`config.mk`:
```
export PLATFORM = sky130hd
export DESIGN_NAME = shlg_ctrl
export DESIGN_NICKNAME = d
export VERILOG_FILES = /design/src/rtl/core/squared_hinge_loss_gradient_macros.svh /design/src/rtl/core/shlg_pkg.sv /design/src/rtl/core/shlg_ctrl.sv
export SDC_FILE = /design/constraint.sdc
export NUM_CORES = 1
export LEC_CHECK = 0
export ABC_AREA = 1
export BUFFER_PORTS_ARGS = -buffer_cell sky130_fd_sc_hd__buf_2
export CORE_AREA = 3 3 40 42
export CTS_BUF_LIST = sky130_fd_sc_hd__clkbuf_4
export DETAILED_ROUTE_END_ITERATION = 10
export DIE_AREA = 0 0 43 45
export HOLD_SLACK_MARGIN = 0.1
export PLACE_DENSITY_LB_ADDON = 0.08
export RECOVER_POWER = 50
export SLEW_MARGIN = 20
export SYNTH_ARGS = -nofsm -noshare
export SYNTH_HDL_FRONTEND = slang
export SYNTH_SLANG_ARGS = --single-unit
```
`constraint.sdc`:
```
create_clock -name clk -period 1.3 [get_ports clk]
set_input_delay 0.13 -clock clk [delete_from_list [all_inputs] [get_ports clk]]
set_output_delay 0.13 -clock clk [all_outputs]
set_load 0.03 [all_outputs]
```
`src/rtl/core/squared_hinge_loss_gradient_macros.svh`:
```
// squared_hinge_loss_gradient_macros.svh: assertion macros for the squared hinge
// loss gradient block. Expects clk and rst in the scope of each use.
`ifndef SQUARED_HINGE_LOSS_GRADIENT_MACROS_SVH
`define SQUARED_HINGE_LOSS_GRADIENT_MACROS_SVH
`ifndef NO_ASSERTIONS
// Check a property on every rising edge outside reset.
`define SHLG_ASSERT(label, prop, msg) \
  label: assert property (@(posedge clk) disable iff (rst) prop) else $error(msg);
// Check that a condition never holds outside reset.
`define SHLG_ASSERT_NEVER(label, cond, msg) \
  label: assert property (@(posedge clk) disable iff (rst) !(cond)) else $error(msg);
`else
`define SHLG_ASSERT(label, prop, msg)
`define SHLG_ASSERT_NEVER(label, cond, msg)
`endif
`endif

```
`src/rtl/core/shlg_pkg.sv`:
```
`timescale 1ns / 1ps
// shlg_pkg: widths, squaring step codes and the command/status types shared by
// the squared hinge loss gradient controller, datapath and top level. No dependencies.
package shlg_pkg;

  localparam int SAMPLE_WIDTH     = 16;  // Q4.12 samples
  localparam int ITEM_MAX_DEFAULT = 64;
  localparam int DOT_WIDTH        = 40;  // Q.24 dot product
  localparam int LOSS_WIDTH       = 47;  // Q.24 loss total
  localparam int GRAD_WIDTH       = 32;  // Q.12 gradient
  localparam int DIFF_WIDTH       = 41;  // 1 - v, Q.24
  localparam int FRAC_BITS        = 24;
  localparam int SQ_HALF          = 18;  // squaring operand half width

  localparam int S_TDATA_WIDTH = ((2 * SAMPLE_WIDTH + 7) / 8) * 8;
  localparam int M_TDATA_WIDTH = ((GRAD_WIDTH + LOSS_WIDTH + 7) / 8) * 8;
  localparam int M_TUSER_WIDTH = 3;

  localparam logic [0:0] REG_GRADIENT_ENABLE = 1'b0;

  // Partial product steps of the loss square
  localparam logic [1:0] SQ_HH  = 2'd0;
  localparam logic [1:0] SQ_HL  = 2'd1;
  localparam logic [1:0] SQ_LL  = 2'd2;
  localparam logic [1:0] SQ_END = 2'd3;

  typedef struct packed {
    logic       in_ready;
    logic       form_diff;
    logic       sq_en;
    logic [1:0] sq_step;
    logic       loss_update;
    logic       issue;
    logic       item_clear;
  } cmd_t;

  typedef struct packed {
    logic end_offered;  // an item-closing beat is on the input
    logic issue_last;   // the entry being issued is the last of the run
    logic last_out;     // the last result moves into the output register
  } sts_t;

endpackage

```
`src/rtl/core/shlg_ctrl.sv`:
```
`timescale 1ns / 1ps
// shlg_ctrl: sequencer for the squared hinge loss gradient block.
// Depends on shlg_pkg for the command and status types.
module shlg_ctrl (
  input  logic            clk,
  input  logic            rst,
  input  shlg_pkg::sts_t  sts,
  output shlg_pkg::cmd_t  cmd
);

  localparam logic [3:0] S_IDLE   = 4'd0;
  localparam logic [3:0] S_DOT    = 4'd1;
  localparam logic [3:0] S_DIFF   = 4'd2;
  localparam logic [3:0] S_SQ_HH  = 4'd3;
  localparam logic [3:0] S_SQ_HL  = 4'd4;
  localparam logic [3:0] S_SQ_LL  = 4'd5;
  localparam logic [3:0] S_SQ_END = 4'd6;
  localparam logic [3:0] S_LOSS   = 4'd7;
  localparam logic [3:0] S_ISSUE  = 4'd8;
  localparam logic [3:0] S_DRAIN  = 4'd9;

  logic [3:0] state;
  logic [3:0] state_next;

  always_ff @(posedge clk) begin
    if (rst) begin
      state <= S_IDLE;
    end else begin
      state <= state_next;
    end
  end

  always_comb begin
    state_next = state;
    cmd        = '0;
    unique case (state)
      S_IDLE: begin
        cmd.in_ready = 1'b1;
        if (sts.end_offered) begin
          state_next = S_DOT;
        end
      end
      // let the final product settle into the accumulator
      S_DOT: begin
        state_next = S_DIFF;
      end
      S_DIFF: begin
        cmd.form_diff = 1'b1;
        state_next    = S_SQ_HH;
      end
      S_SQ_HH: begin
        cmd.sq_en   = 1'b1;
        cmd.sq_step = shlg_pkg::SQ_HH;
        state_next  = S_SQ_HL;
      end
      S_SQ_HL: begin
        cmd.sq_en   = 1'b1;
        cmd.sq_step = shlg_pkg::SQ_HL;
        state_next  = S_SQ_LL;
      end
      S_SQ_LL: begin
        cmd.sq_en   = 1'b1;
        cmd.sq_step = shlg_pkg::SQ_LL;
        state_next  = S_SQ_END;
      end
      S_SQ_END: begin
        cmd.sq_en   = 1'b1;
        cmd.sq_step = shlg_pkg::SQ_END;
        state_next  = S_LOSS;
      end
      S_LOSS: begin
        cmd.loss_update = 1'b1;
        state_next      = S_ISSUE;
      end
      S_ISSUE: begin
        cmd.issue = 1'b1;
        if (sts.issue_last) begin
          state_next = S_DRAIN;
        end
      end
      S_DRAIN: begin
        if (sts.last_out) begin
          cmd.item_clear = 1'b1;
          state_next     = S_IDLE;
        end
      end
      default: begin
        state_next = S_IDLE;
      end
    endcase
  end

endmodule

```
==> key figures, run 1 <==
Outcome
  • Status: complete, no violations

Setup path
  • Crit path DAT: 1.11 ns
  • Worst setup EP type: output port
  • Startpoint types: register
  • Reg2Reg Depth: 6
  • CP Max Fanout: 4
  • Reg-to-Reg Start: state[1]
  • FF-to-FF End: state[0]
  • R2R Setup Slk: 0.24 ns
  • Crit path kind: reg -> out
  • Req. time, crit path: 1.17 ns

Synthesis
  • Mapped Area: 317 um^2
  • Syn Area/Cell: 6.46 um^2
  • FFs w/ async S/R, synth: 0%
  • Post-synthesis register bit count: 4
  • Yosys top cell by area: dfxtp_1
  • Number of synthesized flops with an enable pin: 0
  • Seq/Total Area, Yosys: 25.3%
  • Library cells used by synthesis: 16
  • Synth top cells by count: nor2_1, inv_1, nand2_1, dfxtp_1
  • Synth area leaders: dfxtp_1, nor2_1, nand3_2, inv_1, nand2_1
  • Mapped Nets: 54
  • Yosys warnings: 0
  • Top FF cell, synth: dfxtp_1
  • Top-count cell post-synth: nor2_1
  • Top-area cell type share of the netlist area: 25.3%
  • Mapped Cells: 49

Timing
  • Final setup vio count: 0
  • Tcrit/Tclk final: 95.2%
  • Min Hold Slack: 0.291 ns
  • Worst Max-Slew Pin Slew: 0.169 ns
  • Clock Skew: 0.000934 ns
  • Min cycle time layout: 1.24 ns
  • Worst rel slew slack: 88.6%
  • Max Freq: 0.808 GHz
  • Final TNS setup: 0 ns
  • Max Slew Vio Count: 0
  • Final Hold Fails: 0
  • RSZ-0062 raised after global routing: false

Routing
  • Wire length per cell: 9.44 um
  • Drt total wl: 765 um
  • Vias per cell: 4.21
  • Vias: 341
  • First-pass detailed-route iteration total: 3
  • DRC errors left: 0
  • DRC marker count from the first detailed-route iteration: 2
  • Number of routed nets with antenna violations: 0

CTS
  • CTS tree: done
  • Clock latency on the worst-skew pair: 0.23 ns
  • Number of clock sinks: 4
  • Clock Tree Root: clkbuf_4
  • Clock transition at path regs: 0.04 ns
  • Num CTS Buffers: 3
  • Max Root-Sink Buffers: 2
  • CTS HTree Levels: 1

Power
  • Final Power: 1300 uW
  • Pint: 661 uW
  • Sw Share: 49.3%
  • Power per Cell Area: 2610 mW/mm^2
  • Worst VDD drop: 0.874 mV
  • Leakage: 0.000250 uW
  • Comb power frac: 65.4%
  • Share of power burned in the clock network: 11.7%
  • Share of power burned in registers: 22.9%
  • Psw: 643 uW

Die
  • # IOs: 13
  • Starting Density: 24.6%
  • Die ar.: 0.00194 mm^2
  • Site Rows: 13
  • Die height: 45 um
  • Die width: 43 um
  • Core Region: 0.00128 mm^2

Final layout
  • Max reg flops: 4
  • # diodes: 0
  • Final Net Count: 73
  • Regs by FF count: state (4)
  • Reg with most FFs: state
  • Fin util: 38.9%
  • Non-filler cells in the finished layout: 81
  • Area grow syn2layout: 57.7%
  • Layout cell share with drive strength beyond 1: 63.6%

Min path
  • Hold Crit Class: in -> reg
  • Hold Crit Endpoint: state[0]
  • Hold Crit Depth: 5
  • HP Start: sts[1]

Global routing
  • First-pass GRT wire length: 1310 um
  • GR Overflow Total: 0
  • Initial antenna violation count: 0
  • Largest net degree at the start of global routing: 9
  • Vias in the first global route: 315
  • GRT Util Overall: 9.07%

Place
  • Placed Cells: 76
  • DP HPWL: 598 um
  • Gp weighted congestion: 0.676
  • PortBufs: 12

Flow run
  • Max_cap viols: 0
==> stage by stage <==
step | worst slack (ns) | cell area [um^2]
floorplan | 0.0802 | 328
detailed placement | 0.135 | 403
CTS | 0.0122 | 455
global placement | 0.0945 | 403
global route | 0.00218 | 499
finish | 0.0624 | 499
==> cell usage in the layout (no fill, tap or decap) <==
cell type,synthesis,layout
o21ai_4,0,1
nand2_2,2,3
buf_6,1,3
nand3_2,3,2
dfxtp_4,0,3
nor2_1,10,8
o21ai_2,2,1
clkbuf_4,0,3
inv_2,3,5
or2_4,0,1
nor2_2,3,4
buf_2,0,6
dfxtp_2,0,1
buf_4,0,5
nand2_1,5,4
dlygate4sd3_1,0,1
o21ai_1,1,1
nand3_1,3,4
inv_1,8,6
nor4_2,0,1
nor2_4,1,2
nor3_2,0,1
==> worst max path at each step <==
stage                     startpoint     end  cells past startpoint
after CTS                   state[0]  cmd[7]                      4
after global placement      state[1]  cmd[4]                      5
after global routing        state[0]  cmd[6]                      3
final                       state[0]  cmd[6]                      3
after floorplan             state[1]  cmd[4]                      4
after detailed placement    state[1]  cmd[4]                      5
==> power by group through the flow <==
stage	combinational (uW)	clock [uW]	sequential, uW
after global routing	941	175	313
after floorplan	573	0	233
final	854	152	299
after detailed placement	691	0	263
after global placement	691	0	268
after CTS	721	160	289
==> metal layers <==
layer	part of all wire, %	track usage, %
met1	44	11.8
met2	45	13.2
met3	10	5.18
met4	0	1.81
met5	0	0
==> repair_timing <==
action | in CTS | in global routing
gates resized for setup | 9 | 18
gates cloned | 0 | 0
endpoints found under the hold margin | 2 | 0
endpoints found under the setup margin | 7 | 6
buffers inserted | 0 | 1
hold buffers | 1 | 0
pin swaps | 0 | 3
==> kinds of logic (layout without fill, tap and decap cells) <==
kind of cell | Yosys count | in the layout | synth area share (%)
AO/OA/AOI/OAI | 3 | 3 | 7.11
AND/OR/NAND/NOR | 30 | 30 | 51.0
buffers and inverters | 12 | 29 | 16.6
flip-flops | 4 | 4 | 25.3
==> layout make-up <==
cell class	count	area, um^2
fill	148	786
multi-input combinational	33	213
timing repair buffer	15	111
sequential	4	92.6
inverter	11	41.3
clock buffer	3	22.5
tap	15	18.8
==> critical path, cell delays in order (launching register included) <==
cell and delay (ns):
dfxtp_4 0.35, or2_4 0.27, nor2_2 0.12, buf_6 0.13
No activity file was read; power rests on OpenSTA's default activity.
==> inputs of run 2 (changes only) <==
- GPL_TIMING_DRIVEN: not set -> 0
- PLACE_DENSITY_LB_ADDON: 0.08 -> 0.05
==> run 2 against run 1 <==
Net effect: worst hold slack got worse by 0.024 ns; global-route usage fell by 0.33 points; clock skew barely moved.
==> key figures, run 2 (same netlist as run 1, synthesis figures left out) <==
CTS
  • Clock latency on the worst-skew pair: 0.23 ns (about the same)
  • Clock Tree Root: clkbuf_4
  • Num CTS Buffers: 3 (unchanged)
  • Number of clock sinks: 4 (unchanged)
  • Clock transition at path regs: 0.04 ns (about the same)
  • CTS tree: done
  • Max Root-Sink Buffers: 2 (unchanged)
  • CTS HTree Levels: 1 (unchanged)

Routing
  • DRC errors left: 0 (unchanged)
  • Drt total wl: 746 um (-2.5%)
  • Wire length per cell: 8.99 um (-4.8%)
  • Vias: 345 (+1.2%)
  • Number of routed nets with antenna violations: 0 (unchanged)
  • Vias per cell: 4.16 (-1.3%)
  • First-pass detailed-route iteration total: 1 (-2)
  • DRC marker count from the first detailed-route iteration: 0 (-2)

Final layout
  • Sequential cell area: 86.3 um^2 (-6.8%)
  • # diodes: 0 (unchanged)
  • Filler cell count: 155 (+4.7%)
  • Max reg flops: 4 (unchanged)
  • Area grow syn2layout: 58.5%
  • Final Net Count: 75 (+2.7%)
  • Commonest non-fill, non-tap cell in the layout: nor2_1
  • Final Cell Area: 502 um^2 (+0.50%)
  • Regs by FF count: state (4)
  • Commonest non-fill, non-tap cells in the layout: nor2_1, buf_2, buf_4
  • Area of the multi-input gates: 213 um^2 (unchanged)
  • Reg with most FFs: state
  • Layout cell share with drive strength beyond 1: 60.3% (-3.3 points)

Setup path
  • Req. time, crit path: 1.17 ns (about the same)
  • Worst setup EP type: output port
  • R2R Setup Slk: 0.31 ns (+0.07 ns)
  • Reg2Reg Depth: 6 (unchanged)
  • Startpoint types: register
  • Max stage delay cell, worst path: dfxtp_1
  • Most frequent CP cell: buf_6
  • FF-to-FF End: state[3]
  • Worst Path Buf+Inv: 2 (+1)
  • CP Max Fanout: 8 (+4)
  • Crit path DAT: 1.12 ns (about the same)
  • CP Cell Sequence: buf_6, nor2_2, nand2_1, o21ai_4, buf_6
  • CP delay by family, top: flip-flops
  • Reg-to-Reg Start: state[1]
  • Crit path kind: reg -> out
  • Slowest Stage Delay on Critical Path: 0.30 ns (-0.05 ns)

Timing
  • Max Freq: 0.799 GHz (-1.2%)
  • RSZ-0062 raised after global routing: true
  • Min Hold Slack: 0.267 ns (-0.0236 ns)
  • Min cycle time layout: 1.25 ns (+0.0146 ns)
  • Clock Skew: 0.00113 ns (+0.000200 ns)
  • Final setup vio count: 0 (unchanged)
  • Final Hold Fails: 0 (unchanged)
  • Worst Max-Slew Pin Slew: 0.171 ns (+0.00168 ns)
  • Tcrit/Tclk final: 96.3% (+1.1 points)
  • Max Slew Vio Count: 0 (unchanged)
  • Worst rel slew slack: 88.5% (-0.11 points)

Place
  • Dpl cell area: 407 um^2 (+0.93%)
  • DP HPWL: 611 um (+2.1%)
  • PortBufs: 12 (unchanged)
  • Gp weighted congestion: 0.718 (+6.2%)

Global routing
  • Vias in the first global route: 316 (+0.32%)
  • GRT Util Overall: 8.74% (-0.33 points)
  • Largest net degree at the start of global routing: 9 (unchanged)
  • Initial antenna violation count: 0 (unchanged)
  • First-pass GRT wire length: 1260 um (-4.3%)
  • GR Overflow Total: 0 (unchanged)

Die
  • # IOs: 13 (unchanged)
  • Site Rows: 13 (unchanged)
  • Die width: 43 um (unchanged)
  • Starting Density: 24.6% (unchanged)
  • Core Region: 0.00128 mm^2 (unchanged)
  • Die ar.: 0.00194 mm^2 (unchanged)
  • Die height: 45 um (unchanged)

Outcome
  • Status: complete, no violations

Power
  • Worst VDD drop: 0.764 mV (-13%)
  • Power per Cell Area: 2560 mW/mm^2 (-2.2%)
  • Leakage: 0.000267 uW (+6.4%)

Min path
  • Hold Crit Depth: 5 (unchanged)
  • HP Start: sts[2]
  • Hold Crit Class: in -> reg
  • Hold Crit Endpoint: state[3]

Flow run
  • Max_cap viols: 0 (unchanged)
run 2: changes by cell type in the layout (fill, tap and decap cells not counted), moves of 2 or more:
cell     change
nor2_2       -2
buf_4        +2
nand3_2      +2
nor2_1       +2
nand3_1      -2
dfxtp_4      -2
run 2: repair_timing:
| item | in CTS | in global routing |
|---|---|---|
| hold endpoints to repair | 2 | 0 |
| cloned | 0 | 0 |
| gates resized for setup | 9 | 9 |
| pin swaps | 0 | 3 |
| endpoints found under the setup margin | 4 | 6 |
| hold buffers | 1 | 0 |
| setup buffers | 0 | 3 |
run 2: where the power goes:
part	internal (uW)	switching, uW
clock network	103	47.5
registers	191	82.1
logic	352	506
run 2: worst max path at each step:
stage              from     end  slack, ns  depth (start not counted)
2_1_floorplan  state[1]  cmd[4]       0.08                          4
3_3_place_gp   state[1]  cmd[4]       0.09                          5
3_5_place_dp   state[1]  cmd[4]       0.09                          5
4_1_cts        state[2]  cmd[5]      0.006                          4
5_1_grt        state[2]  cmd[5]     -0.008                          5
6_report       state[2]  cmd[5]       0.05                          5
run 2: worst register-to-register path, delay by kind of cell, from the launching register on:
kind / cells / cell delay [ns]
buffers and inverters: 1 / 0.13
flip-flops: 1 / 0.36
AND/OR/NAND/NOR: 5 / 0.44
run 2: final cells by class:
class | count | area share (%)
Clock buffer | 3 | 4.49
Inverter | 11 | 8.23
Multi-Input combinational cell | 33 | 42.4
Tap cell | 15 | 3.74
Sequential cell | 4 | 17.2
Buffer | 1 | 2.24
Timing Repair Buffer | 16 | 21.7
run 2: per-layer routing:
| metal | wire (um) | part of all wire, % | vias up | track usage [%] |
|---|---|---|---|---|
| met5 | 0 | 0 | - | 0 |
| met4 | 0 | 0 | 0 | 1.81 |
| met3 | 60 | 8.0 | 0 | 4.78 |
| met2 | 343 | 46 | 13 | 13.5 |
| met1 | 342 | 46 | 146 | 10.8 |
| li1 | - | - | 186 | - |
run 2: per-stage QoR:
stage	instances	power [uW]	TNS, ns	worst slack, ns	utilization, %
after floorplan	49	806	0	0.0802	-
after global placement	76	962	0	0.0874	31.6
after detailed placement	76	958	0	0.0912	31.6
after CTS	80	1180	0	0.00608	35.7
after global routing	83	1390	-0.00791	-0.00791	39.0
final	83	1280	0	0.0478	39.0
==> inputs of run 3 (changes only) <==
- REMOVE_ABC_BUFFERS: not set -> 1
==> run 3 against run 2 <==
Net effect: die area stayed put; largest power group unchanged; via count shrank 0.87%; worst hold slack better by 0.0067 ns.
==> key figures, run 3 (same netlist as run 1, synthesis figures left out) <==
Min path
  • Hold Crit Depth: 5 (unchanged)
  • Hold Crit Class: in -> reg

Final layout
  • Reg with most FFs: state
  • Final Net Count: 72 (-4.0%)
  • Max reg flops: 4 (unchanged)
  • Layout cell share with drive strength beyond 1: 55.4% (-4.9 points)
  • Commonest non-fill, non-tap cell in the layout: nor2_1
  • Regs by FF count: state (4)
  • Commonest non-fill, non-tap cells in the layout: nor2_1, inv_1, buf_2
  • # diodes: 0 (unchanged)
  • Area grow syn2layout: 44.3%
  • Final Cell Area: 457 um^2 (-9.0%)
  • Filler cell count: 146 (-5.8%)

Setup path
  • Crit path kind: reg -> out
  • Worst Path Buf+Inv: 2 (unchanged)
  • Max stage delay cell, worst path: dfxtp_4
  • CP Cell Sequence: nor2_4, inv_2, nor3_1, buf_4
  • Req. time, crit path: 1.17 ns (about the same)
  • CP delay by family, top: flip-flops
  • Slowest Stage Delay on Critical Path: 0.36 ns (+0.06 ns)
  • Worst setup EP type: output port
  • Reg2Reg Depth: 6 (unchanged)
  • CP Max Fanout: 5 (-3)
  • Crit path DAT: 1.12 ns (about the same)
  • Startpoint types: register
  • Crit path depth: 4 (-1)

Global routing
  • Initial antenna violation count: 0 (unchanged)
  • Met2 Usage GRT: 15.0% (+1.5 points)
  • Met1 Track Usage GR: 10.8% (unchanged)
  • First-pass GRT wire length: 1300 um (+3.9%)
  • Largest net degree at the start of global routing: 9 (unchanged)
  • Met3 GRT Util: 5.98% (+1.2 points)
  • GR Overflow Total: 0 (unchanged)
  • Vias in the first global route: 338 (+7.0%)
  • Busiest layer in global routing: met2
  • GRT Util Overall: 9.40% (+0.67 points)

Place
  • DP HPWL: 601 um (-1.7%)
  • PortBufs: 12 (unchanged)
  • Worst slack, placed: 0.0662 ns (-0.0249 ns)
  • Gp weighted congestion: 0.691 (-3.8%)
  • Dpl cell area: 384 um^2 (-5.5%)

CTS
  • Num CTS Buffers: 3 (unchanged)
  • Max Root-Sink Buffers: 2 (unchanged)
  • Number of clock sinks: 4 (unchanged)
  • Clock Tree Root: clkbuf_4
  • Clock transition at path regs: 0.04 ns (about the same)
  • CTS tree: done
  • CTS HTree Levels: 1 (unchanged)
  • Clock latency on the worst-skew pair: 0.23 ns (about the same)

Die
  • Die width: 43 um (unchanged)
  • # IOs: 13 (unchanged)
  • Site Rows: 13 (unchanged)
  • Core Region: 0.00128 mm^2 (unchanged)
  • Starting Density: 24.6% (unchanged)
  • Die ar.: 0.00194 mm^2 (unchanged)
  • Die height: 45 um (unchanged)

Timing
  • Max Slew Vio Count: 0 (unchanged)
  • Max Freq: 0.799 GHz (about the same)
  • Worst Max-Slew Pin Slew: 0.212 ns (+0.0416 ns)
  • Final Hold Fails: 0 (unchanged)
  • Final setup vio count: 0 (unchanged)
  • Clock Skew: 0.00104 ns (-0.0000978 ns)
  • Min Hold Slack: 0.274 ns (+0.00670 ns)
  • Final TNS setup: 0 ns (unchanged)
  • Worst rel slew slack: 85.7% (-2.8 points)
  • RSZ-0062 raised after global routing: true
  • Min cycle time layout: 1.25 ns (-0.000573 ns)
  • Tcrit/Tclk final: 96.3% (about the same)
  • Final critical-path setup slack: 0.0484 ns (+0.000572 ns)

Power
  • Final Power: 1200 uW (-6.5%)
  • Leakage: 0.000246 uW (-7.8%)
  • Worst VDD drop: 0.753 mV (-1.5%)
  • Power per Cell Area: 2630 mW/mm^2 (+2.8%)

Routing
  • Wire length per cell: 9.55 um (+6.3%)
  • Drt total wl: 764 um (+2.4%)
  • Number of routed nets with antenna violations: 0 (unchanged)
  • Vias: 342 (-0.87%)
  • First-pass detailed-route iteration total: 4 (+3)
  • DRC errors left: 0 (unchanged)
  • Vias per cell: 4.28 (+2.8%)
  • DRC marker count from the first detailed-route iteration: 11 (+11)

Flow run
  • Max_cap viols: 0 (unchanged)

Outcome
  • Status: complete, no violations
## run 3: worst paths after layout
| check | startpoint | to | slack (ns) |
|---|---|---|---|
| max | state[1] | cmd[7] | 0.05 |
| min | sts[2] | state[3] | 0.27 |
| max reg2reg | state[1] | state[0] | 0.30 |
| min reg2reg | state[3] | state[1] | 0.61 |
## run 3: final cells by class
class                   instances  area [um^2]  area share (%)
multi-input cells              33          194            42.5
flip-flops and latches          4         90.1            19.7
repair buffers                 14         90.1            19.7
inverters                      11         41.3            9.04
clock buffers                   3         22.5            4.93
well taps                      15         18.8            4.11
## run 3: tightest hold or removal path, delay by kind of cell
kind                   cells  cell delay [ns]
buffers and inverters      2             0.11
and+or+nand+nor            3             0.22
## run 3: metrics by stage
step	utilization (%)	cells
CTS	34.7	80
global placement	29.9	75
global route	35.5	80
detailed placement	29.9	75
finish	35.5	80
floorplan	-	48
## run 3: power by group
part | internal (uW) | switching (uW)
clock | 103 | 49.0
sequential | 194 | 96.3
combinational | 289 | 468
## run 3: metal layers
metal,wire length (um),vias up,part of all wire [%]
li1,-,181,-
met4,0,0,0
met2,359,17,47
met3,66,0,8.6
met5,0,-,0
met1,338,144,44
## run 3: repair_timing
item / CTS / global route
hold buffers: 1 / 0
pin swaps: 1 / 0
buffers inserted: 1 / 0
endpoints found under the setup margin: 8 / 7
gates resized for setup: 9 / 7
endpoints found under the hold margin: 2 / 0
cloned: 0 / 0
